[src/sv/tpd_pkg.sv]
// ----------------------------------------------------------------------------
// Tag presence debouncer package
// Payload types, request and event codes, state encoding and helpers.
// ----------------------------------------------------------------------------
package tpd_pkg;

  localparam int unsigned TotalBytes = 12;
  localparam int unsigned IdBytes    = 12;
  localparam int unsigned IdW        = 8 * TotalBytes;
  localparam int unsigned CfgW       = 16;
  localparam int unsigned CfgIdxW    = 1;

  localparam logic [CfgW-1:0] PresentDebounceReset = 16'd500;
  localparam logic [CfgW-1:0] AbsentDebounceReset  = 16'd2000;

  localparam logic [CfgIdxW-1:0] CFG_PRESENT_DEBOUNCE = 1'd0;
  localparam logic [CfgIdxW-1:0] CFG_ABSENT_DEBOUNCE  = 1'd1;

  localparam logic [1:0] REQ_TAG_SEEN   = 2'd0;
  localparam logic [1:0] REQ_NO_TAG     = 2'd1;
  localparam logic [1:0] REQ_SOFT_RESET = 2'd2;

  localparam logic [1:0] EV_NONE    = 2'd0;
  localparam logic [1:0] EV_PLACED  = 2'd1;
  localparam logic [1:0] EV_REMOVED = 2'd2;

  localparam logic [1:0] ST_IDLE       = 2'd0;
  localparam logic [1:0] ST_CONFIRMING = 2'd1;
  localparam logic [1:0] ST_PRESENT    = 2'd2;
  localparam logic [1:0] ST_REMOVING   = 2'd3;

  typedef enum logic [3:0] {
    MODE_IDLE       = 4'b0001,
    MODE_CONFIRMING = 4'b0010,
    MODE_PRESENT    = 4'b0100,
    MODE_REMOVING   = 4'b1000
  } mode_t;

  typedef struct packed {
    logic [1:0]         req_type;
    logic [31:0]        now_ms;
    logic               tag_eligible;
    logic [31:0]        id_high;
    logic [63:0]        id_low;
    logic [3:0]         id_len;
    logic signed [7:0]  strength_dbm;
  } in_item_t;

  typedef struct packed {
    logic [1:0]         event_kind;
    logic [1:0]         fsm_state;
    logic [31:0]        out_id_high;
    logic [63:0]        out_id_low;
    logic [3:0]         out_id_len;
    logic signed [7:0]  out_strength_dbm;
    logic [31:0]        play_duration_ms;
    logic [31:0]        placed_total;
    logic [31:0]        removed_total;
  } out_item_t;

  typedef struct packed {
    logic [31:0]        id_high;
    logic [63:0]        id_low;
    logic [3:0]         id_len;
    logic signed [7:0]  strength;
  } tag_t;

  // Saturates the length and zeroes every ID byte at or beyond it.
  function automatic in_item_t norm_item(in_item_t raw);
    in_item_t       r;
    logic [IdW-1:0] id;
    logic [3:0]     len;
    r   = raw;
    len = (raw.id_len > 4'(IdBytes)) ? 4'(IdBytes) : raw.id_len;
    id  = {raw.id_high, raw.id_low};
    for (int i = 0; i < TotalBytes; i++) begin
      if (4'(i) >= len) begin
        id[IdW-1-8*i -: 8] = 8'h00;
      end
    end
    r.id_len  = len;
    r.id_high = id[IdW-1 -: 32];
    r.id_low  = id[63:0];
    return r;
  endfunction

  function automatic logic [1:0] mode_code(mode_t m);
    logic [1:0] c;
    case (m)
      MODE_IDLE:       c = ST_IDLE;
      MODE_CONFIRMING: c = ST_CONFIRMING;
      MODE_PRESENT:    c = ST_PRESENT;
      MODE_REMOVING:   c = ST_REMOVING;
      default:         c = ST_IDLE;
    endcase
    return c;
  endfunction

endpackage

[src/sv/tag_presence_debouncer_top.sv]
// ----------------------------------------------------------------------------
// Tag presence debouncer
// Debounces RFID poll outcomes into tag placed and tag removed events.
// ----------------------------------------------------------------------------
//  Channel  Direction  Handshake             Payload
//  in       input      in_valid / in_ready   in_data  (tpd_pkg::in_item_t)
//  out      output     out_valid / out_ready out_data (tpd_pkg::out_item_t)
//  cfg      input      cfg_we                cfg_index, cfg_wdata
//
// A beat is captured in the input register at the edge that accepts it, and its
// result is loaded into the output register once that register has space; one
// beat a cycle is sustained while the output is not stalled, as the whole state
// update fits between the two registers.
// Reset is synchronous and leaves both registers empty and the debounce state idle.
// A stall on the output holds the result register and then the input register.
module tag_presence_debouncer_top (
  input  logic                        clk,
  input  logic                        rst,
  input  logic                        in_valid,
  output logic                        in_ready,
  input  tpd_pkg::in_item_t           in_data,
  output logic                        out_valid,
  input  logic                        out_ready,
  output tpd_pkg::out_item_t          out_data,
  input  logic                        cfg_we,
  input  logic [tpd_pkg::CfgIdxW-1:0] cfg_index,
  input  logic [tpd_pkg::CfgW-1:0]    cfg_wdata
);
  import tpd_pkg::*;

  logic      item_valid;
  in_item_t  item;
  out_item_t result;
  logic      space;
  logic      fire;

  assign fire = item_valid && space;

  tpd_in_stage u_in (
    .clk        (clk),
    .rst        (rst),
    .in_valid   (in_valid),
    .in_ready   (in_ready),
    .in_data    (in_data),
    .take       (space),
    .item_valid (item_valid),
    .item       (item)
  );

  tpd_core u_core (
    .clk       (clk),
    .rst       (rst),
    .cfg_we    (cfg_we),
    .cfg_index (cfg_index),
    .cfg_wdata (cfg_wdata),
    .fire      (fire),
    .item      (item),
    .result    (result)
  );

  tpd_out_stage u_out (
    .clk       (clk),
    .rst       (rst),
    .load      (item_valid),
    .result    (result),
    .space     (space),
    .out_valid (out_valid),
    .out_ready (out_ready),
    .out_data  (out_data)
  );

endmodule

[src/sv/tpd_in_stage.sv]
// ----------------------------------------------------------------------------
// Tag presence debouncer input stage
// Registers each input beat with its ID masked to its saturated length.
// ----------------------------------------------------------------------------
module tpd_in_stage (
  input  logic              clk,
  input  logic              rst,
  input  logic              in_valid,
  output logic              in_ready,
  input  tpd_pkg::in_item_t in_data,
  input  logic              take,
  output logic              item_valid,
  output tpd_pkg::in_item_t item
);
  import tpd_pkg::*;

  assign in_ready = !item_valid || take;

  always_ff @(posedge clk) begin
    if (rst) begin
      item_valid <= 1'b0;
    end else if (in_ready) begin
      item_valid <= in_valid;
    end
  end

  always_ff @(posedge clk) begin
    if (in_valid && in_ready) begin
      item <= norm_item(in_data);
    end
  end

endmodule

[src/sv/tpd_core.sv]
// ----------------------------------------------------------------------------
// Tag presence debouncer core
// Holds the debounce state and registers, and forms the result of one beat.
// ----------------------------------------------------------------------------
module tpd_core (
  input  logic                         clk,
  input  logic                         rst,
  input  logic                         cfg_we,
  input  logic [tpd_pkg::CfgIdxW-1:0]  cfg_index,
  input  logic [tpd_pkg::CfgW-1:0]     cfg_wdata,
  input  logic                         fire,
  input  tpd_pkg::in_item_t            item,
  output tpd_pkg::out_item_t           result
);
  import tpd_pkg::*;

  logic [CfgW-1:0] present_debounce_ms;
  logic [CfgW-1:0] absent_debounce_ms;

  mode_t       mode, mode_next;
  tag_t        current, current_next;
  tag_t        pending, pending_next;
  logic [31:0] entered_ms, entered_ms_next;
  logic [31:0] placed_ms, placed_ms_next;
  logic [31:0] placed_count, placed_count_next;
  logic [31:0] removed_count, removed_count_next;

  tag_t        seen;
  logic        same_pending, same_current;
  logic        present_due, absent_due;
  logic [31:0] since_entered;
  logic [1:0]  ev;
  logic [31:0] dur;
  tag_t        shown;

  always_ff @(posedge clk) begin
    if (rst) begin
      present_debounce_ms <= PresentDebounceReset;
      absent_debounce_ms  <= AbsentDebounceReset;
    end else if (cfg_we) begin
      case (cfg_index)
        CFG_PRESENT_DEBOUNCE: present_debounce_ms <= cfg_wdata;
        CFG_ABSENT_DEBOUNCE:  absent_debounce_ms  <= cfg_wdata;
        default: ;
      endcase
    end
  end

  assign seen = '{id_high: item.id_high, id_low: item.id_low,
                  id_len: item.id_len, strength: item.strength_dbm};

  // Tags match on length and bytes; strength is not part of identity.
  assign same_pending = (seen.id_len == pending.id_len) &&
                        (seen.id_high == pending.id_high) &&
                        (seen.id_low == pending.id_low);
  assign same_current = (seen.id_len == current.id_len) &&
                        (seen.id_high == current.id_high) &&
                        (seen.id_low == current.id_low);

  assign since_entered = item.now_ms - entered_ms;
  assign present_due   = since_entered >= {16'd0, present_debounce_ms};
  assign absent_due    = since_entered >= {16'd0, absent_debounce_ms};

  always_comb begin
    mode_next          = mode;
    current_next       = current;
    pending_next       = pending;
    entered_ms_next    = entered_ms;
    placed_ms_next     = placed_ms;
    placed_count_next  = placed_count;
    removed_count_next = removed_count;
    ev                 = EV_NONE;
    dur                = 32'd0;
    case (item.req_type)
      REQ_TAG_SEEN: begin
        if (item.tag_eligible) begin
          case (mode)
            MODE_IDLE: begin
              pending_next    = seen;
              entered_ms_next = item.now_ms;
              mode_next       = MODE_CONFIRMING;
            end
            MODE_CONFIRMING: begin
              if (same_pending && present_due) begin
                current_next      = pending;
                placed_ms_next    = item.now_ms;
                pending_next      = '0;
                mode_next         = MODE_PRESENT;
                placed_count_next = placed_count + 32'd1;
                ev                = EV_PLACED;
              end else if (same_pending) begin
                pending_next.strength = seen.strength;
              end else begin
                pending_next    = seen;
                entered_ms_next = item.now_ms;
              end
            end
            MODE_PRESENT: begin
              if (same_current) begin
                current_next.strength = seen.strength;
              end
            end
            MODE_REMOVING: begin
              if (same_current) begin
                current_next.strength = seen.strength;
                mode_next             = MODE_PRESENT;
              end
            end
            default: ;
          endcase
        end
      end
      REQ_NO_TAG: begin
        case (mode)
          MODE_CONFIRMING: begin
            pending_next = '0;
            mode_next    = MODE_IDLE;
          end
          MODE_PRESENT: begin
            entered_ms_next = item.now_ms;
            mode_next       = MODE_REMOVING;
          end
          MODE_REMOVING: begin
            if (absent_due) begin
              dur                = item.now_ms - placed_ms;
              ev                 = EV_REMOVED;
              removed_count_next = removed_count + 32'd1;
              current_next       = '0;
              placed_ms_next     = 32'd0;
              mode_next          = MODE_IDLE;
            end
          end
          default: ;
        endcase
      end
      REQ_SOFT_RESET: begin
        mode_next       = MODE_IDLE;
        current_next    = '0;
        pending_next    = '0;
        entered_ms_next = 32'd0;
        placed_ms_next  = 32'd0;
      end
      default: ;
    endcase
  end

  // A removal reports the tag that has just left; otherwise the tag held after the beat.
  assign shown = (ev == EV_REMOVED) ? current : current_next;

  assign result = '{
    event_kind:       ev,
    fsm_state:        mode_code(mode_next),
    out_id_high:      shown.id_high,
    out_id_low:       shown.id_low,
    out_id_len:       shown.id_len,
    out_strength_dbm: shown.strength,
    play_duration_ms: dur,
    placed_total:     placed_count_next,
    removed_total:    removed_count_next
  };

  always_ff @(posedge clk) begin
    if (rst) begin
      mode          <= MODE_IDLE;
      current       <= '0;
      pending       <= '0;
      entered_ms    <= 32'd0;
      placed_ms     <= 32'd0;
      placed_count  <= 32'd0;
      removed_count <= 32'd0;
    end else if (fire) begin
      mode          <= mode_next;
      current       <= current_next;
      pending       <= pending_next;
      entered_ms    <= entered_ms_next;
      placed_ms     <= placed_ms_next;
      placed_count  <= placed_count_next;
      removed_count <= removed_count_next;
    end
  end

endmodule

[src/sv/tpd_out_stage.sv]
// ----------------------------------------------------------------------------
// Tag presence debouncer output stage
// Result register on the output channel; offers space whenever it can load.
// ----------------------------------------------------------------------------
module tpd_out_stage (
  input  logic               clk,
  input  logic               rst,
  input  logic               load,
  input  tpd_pkg::out_item_t result,
  output logic               space,
  output logic               out_valid,
  input  logic               out_ready,
  output tpd_pkg::out_item_t out_data
);
  import tpd_pkg::*;

  assign space = !out_valid || out_ready;

  always_ff @(posedge clk) begin
    if (rst) begin
      out_valid <= 1'b0;
    end else if (space) begin
      out_valid <= load;
    end
  end

  always_ff @(posedge clk) begin
    if (load && space) begin
      out_data <= result;
    end
  end

endmodule

[config.mk]
export PLATFORM = sky130hd
export DESIGN_NAME = tag_presence_debouncer_top
export DESIGN_NICKNAME = d
export VERILOG_FILES = /design/src/sv/tpd_pkg.sv /design/src/sv/tag_presence_debouncer_top.sv /design/src/sv/tpd_in_stage.sv /design/src/sv/tpd_core.sv /design/src/sv/tpd_out_stage.sv
export SDC_FILE = /design/constraint.sdc
export NUM_CORES = 2
export LEC_CHECK = 0
export ABC_AREA = 1
export BUFFER_PORTS_ARGS = -buffer_cell sky130_fd_sc_hd__buf_2
export CELL_PAD_IN_SITES_DETAIL_PLACEMENT = 1
export CELL_PAD_IN_SITES_GLOBAL_PLACEMENT = 2
export CORE_MARGIN = 1.5
export CORE_UTILIZATION = 38
export DETAILED_ROUTE_END_ITERATION = 8
export PLACE_DENSITY_LB_ADDON = 0.1
export RECOVER_POWER = 50
export SYNTH_ARGS = -nofsm -noshare
export SYNTH_HDL_FRONTEND = slang
export SYNTH_SLANG_ARGS = --single-unit
[constraint.sdc]
create_clock -name clk -period 27.6 [get_ports clk]
set_input_delay 6.9 -clock clk [delete_from_list [all_inputs] [get_ports clk]]
set_output_delay 6.9 -clock clk [all_outputs]
set_load 0.01 [all_outputs]
# Yosys cells after proc, flatten, opt, wreduce, memory -nomap -nowiden
# Index checks and enable logic that the tools add are counted.
# totals
regBits	733
inputBits	165
output_inout_bits	210
word_cells	160
# classes
add_sub_neg	4
n_lt_le_gt_ge	15
eq_ne	27
n_mux	49
n_bitwise	1
n_reduce_logical	21
# op_table
operator	count
$mux 108	8
$pmux 108 s3	2
$mux 32	16
$pmux 108 s2	1
$mux 100	2
$pmux 32 s3	2
$eq 64x64->1	2
$add 32x1->32 const B	2
$eq 32x32->1	2
$ge 32x16->1	2
$pmux 32 s2	1
$sub 32x32->32	2
$pmux 4 s3	3
$mux 4	5
$ge 3x4->1 const A	4
$ge 4x4->1 const A	4
$pmux 8 s2	1
$reduce_and 7->1	2
$eq 4x2->1 const B	2
$eq 4x3->1 const B	2
$eq 4x4->1	2
$eq 4x4->1 const B	2
$ge 1x4->1 const A	2
$ge 2x4->1 const A	2
other kinds (25)	44

# Logic depth before layout (Yosys ltp)
# depth
word_depth	10
ltp_mapped	27
depth_no_buf	27

# Cells and area by module
# From an unflattened synthesis, not the netlist that was laid out.
# hier_totals
cells_unflattened	5215
area_unflattened_um2	39476.6
# modules_own_cells
module	n_inst	cells_each	area_each_um2	seq_area_each_um2
tpd_core	1	4643	27943.0	7607.3
tpd_out_stage	1	214	6293.5	6266.0
tpd_in_stage	1	356	5232.5	4314.1
tag_presence_debouncer_top	1	2	7.5	0.0

# Worst setup path after synthesis
# Ideal clock, no wire load.
# synth_timing
path_type	input port to flip-flop
from	input out_ready
to	register u_core.mode[1]
setup_time_ps	392
t_arrival_ps	13608
required_ps	27208
setup_slack_ps	13600
cell_stages	7
n_path_buf	2
path_cell_list	inv_1 nand2_1 nand2_1 clkinv_1 clkbuf_1 clkbuf_1 a21oi_1
# synth_via
elab_chain_len	2
# synth_lines
element	line	text
start, declared	tag_presence_debouncer_top.sv:23	input logic out_ready,
$logic_or 1x1->1	tpd_out_stage.sv:17	assign space = !out_valid || out_ready;
$logic_and 1x1->1	tag_presence_debouncer_top.sv:37	assign fire = item_valid && space;
via fire	tag_presence_debouncer_top.sv:35	logic fire;
end signal, assigned	tpd_core.sv:172	mode <= mode_next;
end, declared	tpd_core.sv:20	mode_t mode, mode_next;
# The timed path passes the listed nets, and every way through them passes these cells.
# A chain may end at the register's enable or synchronous reset.

# Worst setup path in the final report
# layout_timing
from	input out_ready
to	output in_ready
# layout_via
elab_chain_len	2
# layout_lines
element	line	text
$logic_or 1x1->1	tpd_out_stage.sv:17	
$logic_or 1x1->1	tpd_in_stage.sv:17	assign in_ready = !item_valid || take;
end, declared	tag_presence_debouncer_top.sv:20	output logic in_ready,
# Every way passes these cells.

==> run_results.csv <==
group,metric,value,unit
synthesis,ys_seq_elements,733,
grt,grt_pass1_vias,34030,
setup_path,cp-start-kind,"input pin",
synthesis,postSynthAreaPerCell,7.805,um2
synthesis,ys_types,52,
timing,slew_viol_final,737,
route,routed_via_density,5.128,
route,first_pass_iters,5,
power,combPwrFrac,15.1,%
timing,slew-limit-headroom,-262.2,%
power,power.density_cell_area,63.90,nW/um2
synthesis,async_reset_ff_share,0,%
timing,hold_viol_final,0,
power,p_total,0.002821,W
placed_design,hpwl,94.47,mm
hold_path,hold_path_depth,2,
route,drc,0,
run,drv_cap,11,
timing,period_share,51.47,%
setup_path,reg2regPathDepth,22,
cts,cts_hold_buf,0,
cts,clock_sinks,733,
grt,grt_pass1_wl,205.3,mm
setup_path,r2r_slack,16190,ps
setup_path,critical-path-top-delay-family,"buffers and inverters",
die,start_util,38.55,%
setup_path,path_common_cell,"buf_2",
route,routed_wl,137.3,mm
cts,cts_tree,"done",
synthesis,mappedNetlistNets,5235,
finish,diodes,0,
power,swShare,28.91,%
hold_path,hold_path_startpoint,"u_core.present_debounce_ms[12]$_SDFFE_PP0P_",
synthesis,synth_edf_count,351,
synthesis,synth-main-ff-cell,"dfxtp_1",
status,outcome,"finished, violations left",
die,core_area,100600,um2
setup_path,path_cells,"buf_2 > inv_1 > nand3_1 > buf_2",
cts,postCtsSetupBuffers,0,
setup_path,r2r_start,"u_in.item[115]$_DFFE_PP_",
finish,fillers,12430,
cts,cts_resized,0,
power,clkPwrFrac,39.9,%
synthesis,seq_area_frac_synth,46.91,%
route,drt_iter0_markers,1889,
setup_path,rr_endpoint,"u_out.out_data[92]$_SDFFCE_PN0P_",
setup_path,cp-startpoint,"out_ready",
power,power_frac_seq,45.0,%
hold_path,hold_class,"reg -> reg",
grt,grt.total_usage,25.97,%
synthesis,post-synth-top-area-cell,"edfxtp_1",
setup_path,required,20700,ps
die,dieArea,104000,um2
timing,min_period,14210,ps
setup_path,crit_buf_inv,3,
grt,grt_overflow_total,0,
timing,fin_skew,28.70,ps
grt,grt_antenna_before_repair,7,
finish,nets,5512,
status,violations,"max-capacitance violations, max-slew violations",
finish,drive_above_1_share,7.731,%
placed_design,io_buffers,374,
power,switchingPower,0.0008155,W
finish,layout_commonest_cell,"nand2_1",
cts,path_clk_slew,60,ps
setup_path,cp_slowest_cell,"buf_2",
power,p_leak,19.52,nW
finish,area_growth,13.84,%
synthesis,synth_area_leaders,"edfxtp_1 (27%), dfxtp_1 (20%), nand2_1 (10%)",
setup_path,max_stage_delay,160,ps
setup_path,arrival,7310,ps
synthesis,syn-cell-area,38770,um2
setup_path,end_kind,"primary output",
die,die_h,322.4,um
cts,htree_levels,3,
cts,clock_latency,660,ps
cts,cts_root_buf,"clkbuf_16",
timing,fin_tns_setup,0,ps
finish,multi_input_area,16760,um2
setup_path,path_max_fanout,3,
route,wl_per_cell,20.57,um
power,p_int,0.002005,W
finish,register_area,18190,um2
finish,layout_common_cells,"nand2_1 (1072), inv_1 (742), nor2_1 (447)",
die,die_x,322.4,um
die,pin_count,375,
timing,worst_pin_slew,5432,ps
timing,fmax,70.39,MHz
grt,grt_max_degree,187,
hold_path,holdPathEnd,"u_core.present_debounce_ms[12]$_SDFFE_PP0P_",
synthesis,ys_warn_count,0,
timing,rsz0062_at_grt,"no",
die,rows,116,
route,ant_nets,0,
synthesis,synthCells,4968,
route,vias,34220,
placed_design,gp_congestion,0.8473,
power,vdd_drop_max,0.04151,mV
setup_path,critPathKind,"in -> out",
timing,finalSetupViolCount,0,
synthesis,netlist.area_leader.share,27.18,%
cts,cts_buffer_depth,3,
cts,numCtsBuffers,87,
## synth_stat cells (10+ instances only)
master / n
nand3b_1: 10
or2_2: 25
a31oi_1: 118
xor2_1: 148
nand4_1: 41
a21oi_1: 334
nor2_1: 448
inv_1: 744
buf_1: 15
a211oi_1: 88
xnor2_1: 71
nor4_1: 33
dfxtp_1: 382
o21ai_0: 251
nand2_1: 1070
inv_2: 10
ha_1: 100
o211ai_1: 12
o21ai_1: 44
edfxtp_1: 351
nand3_1: 345
buf_2: 56
clkbuf_1: 136
nor3_1: 41
## worst register-to-register path, cell delays in order (launching register included)
cell and delay [ps]:
edfxtp_1 490, ha_1 410, nand2_1 130, inv_1 70
nand2_1 50, nand2_1 110, inv_1 50, nand2_1 200
nand2_1 80, nand2_1 150, xor2_1 350, ha_1 320
nand2_1 90, nor2_1 50, a211oi_1 200, o221ai_1 130
a21oi_1 190, nand4_1 520, nand2_1 2750, clkinvlp_2 2430
clkbuf_1 1690, o21ai_0 540, a21oi_1 130
## layout make-up
type	instances	area share [%]
clock buffers	134	5.675
clock inverters	26	0.5442
inverters	756	6.446
multi-input cells	3258	37.97
flip-flops and latches	733	41.20
well taps	1357	3.846
repair buffers	409	4.320
## power by group through the flow
| stage | Clock (W) | Sequential, W | Combinational (W) |
|---|---|---|---|
| after global routing | 0.00119 | 0.00128 | 0.000479 |
| after floorplan | 0 | 0.00129 | 0.000272 |
| after detailed placement | 0 | 0.00129 | 0.000430 |
| after CTS | 0.00115 | 0.00127 | 0.000434 |
| after global placement | 0 | 0.00129 | 0.000422 |
| final | 0.00112 | 0.00127 | 0.000426 |
## routing by layer
layer  vias to the layer above  GRT usage, %  wire [um]
li1                      16810             -          -
met1                     16540         33.26      60690
met2                       668         44.45      66070
met3                       203         3.861       5696
met4                         2         9.004       4788
met5                         -             0         10
## per-stage QoR
stage	setup slack (ps)	std cells	cell area (um2)	utilization, %	hold slack (ps)
after floorplan	13600	4968	38770	-	435.3
after global placement	13370	6513	41730	41.49	450.9
after detailed placement	13390	6513	41730	41.49	455.1
after CTS	13390	6673	44480	44.22	466.6
after global routing	12680	6673	44140	43.89	491.8
final	13390	6673	44140	43.89	464.4
## state kept, by name, indices dropped and copies added, names as in the netlist
register / cells
u_out.out_valid: 1
u_core.present_debounce_ms: 16
u_core.current: 108
u_in.item: 143
u_in.item_valid: 1
u_out.out_data: 208
u_core.placed_ms: 32
u_core.placed_count: 32
u_core.entered_ms: 32
u_core.mode: 4
u_core.absent_debounce_ms: 16
u_core.pending: 108
u_core.removed_count: 32
## cell families (layout without fill, tap and decap cells)
family | Yosys count | after routing | share of synthesized area, %
buf+inv | 977 | 1325 | 9.842
compound gates | 890 | 890 | 12.79
simple gates | 2047 | 2047 | 22.19
fa+ha+maj | 102 | 102 | 3.330
flops | 733 | 733 | 46.91
xor+xnor | 219 | 219 | 4.947
## how the worst max path moves through the flow
stage                                           end  slack (ps)  depth (start not counted)
finish                                     in_ready       13390                          4
global route        u_core.pending[20]$_SDFFE_PP0P_       12680                         12
CTS                                        in_ready       13390                          4
detailed placement                         in_ready       13390                          4
global placement                           in_ready       13370                          4
floorplan               u_core.mode[1]$_SDFFE_PP0P_       13600                          7
Power figures use the tool's default switching activity.
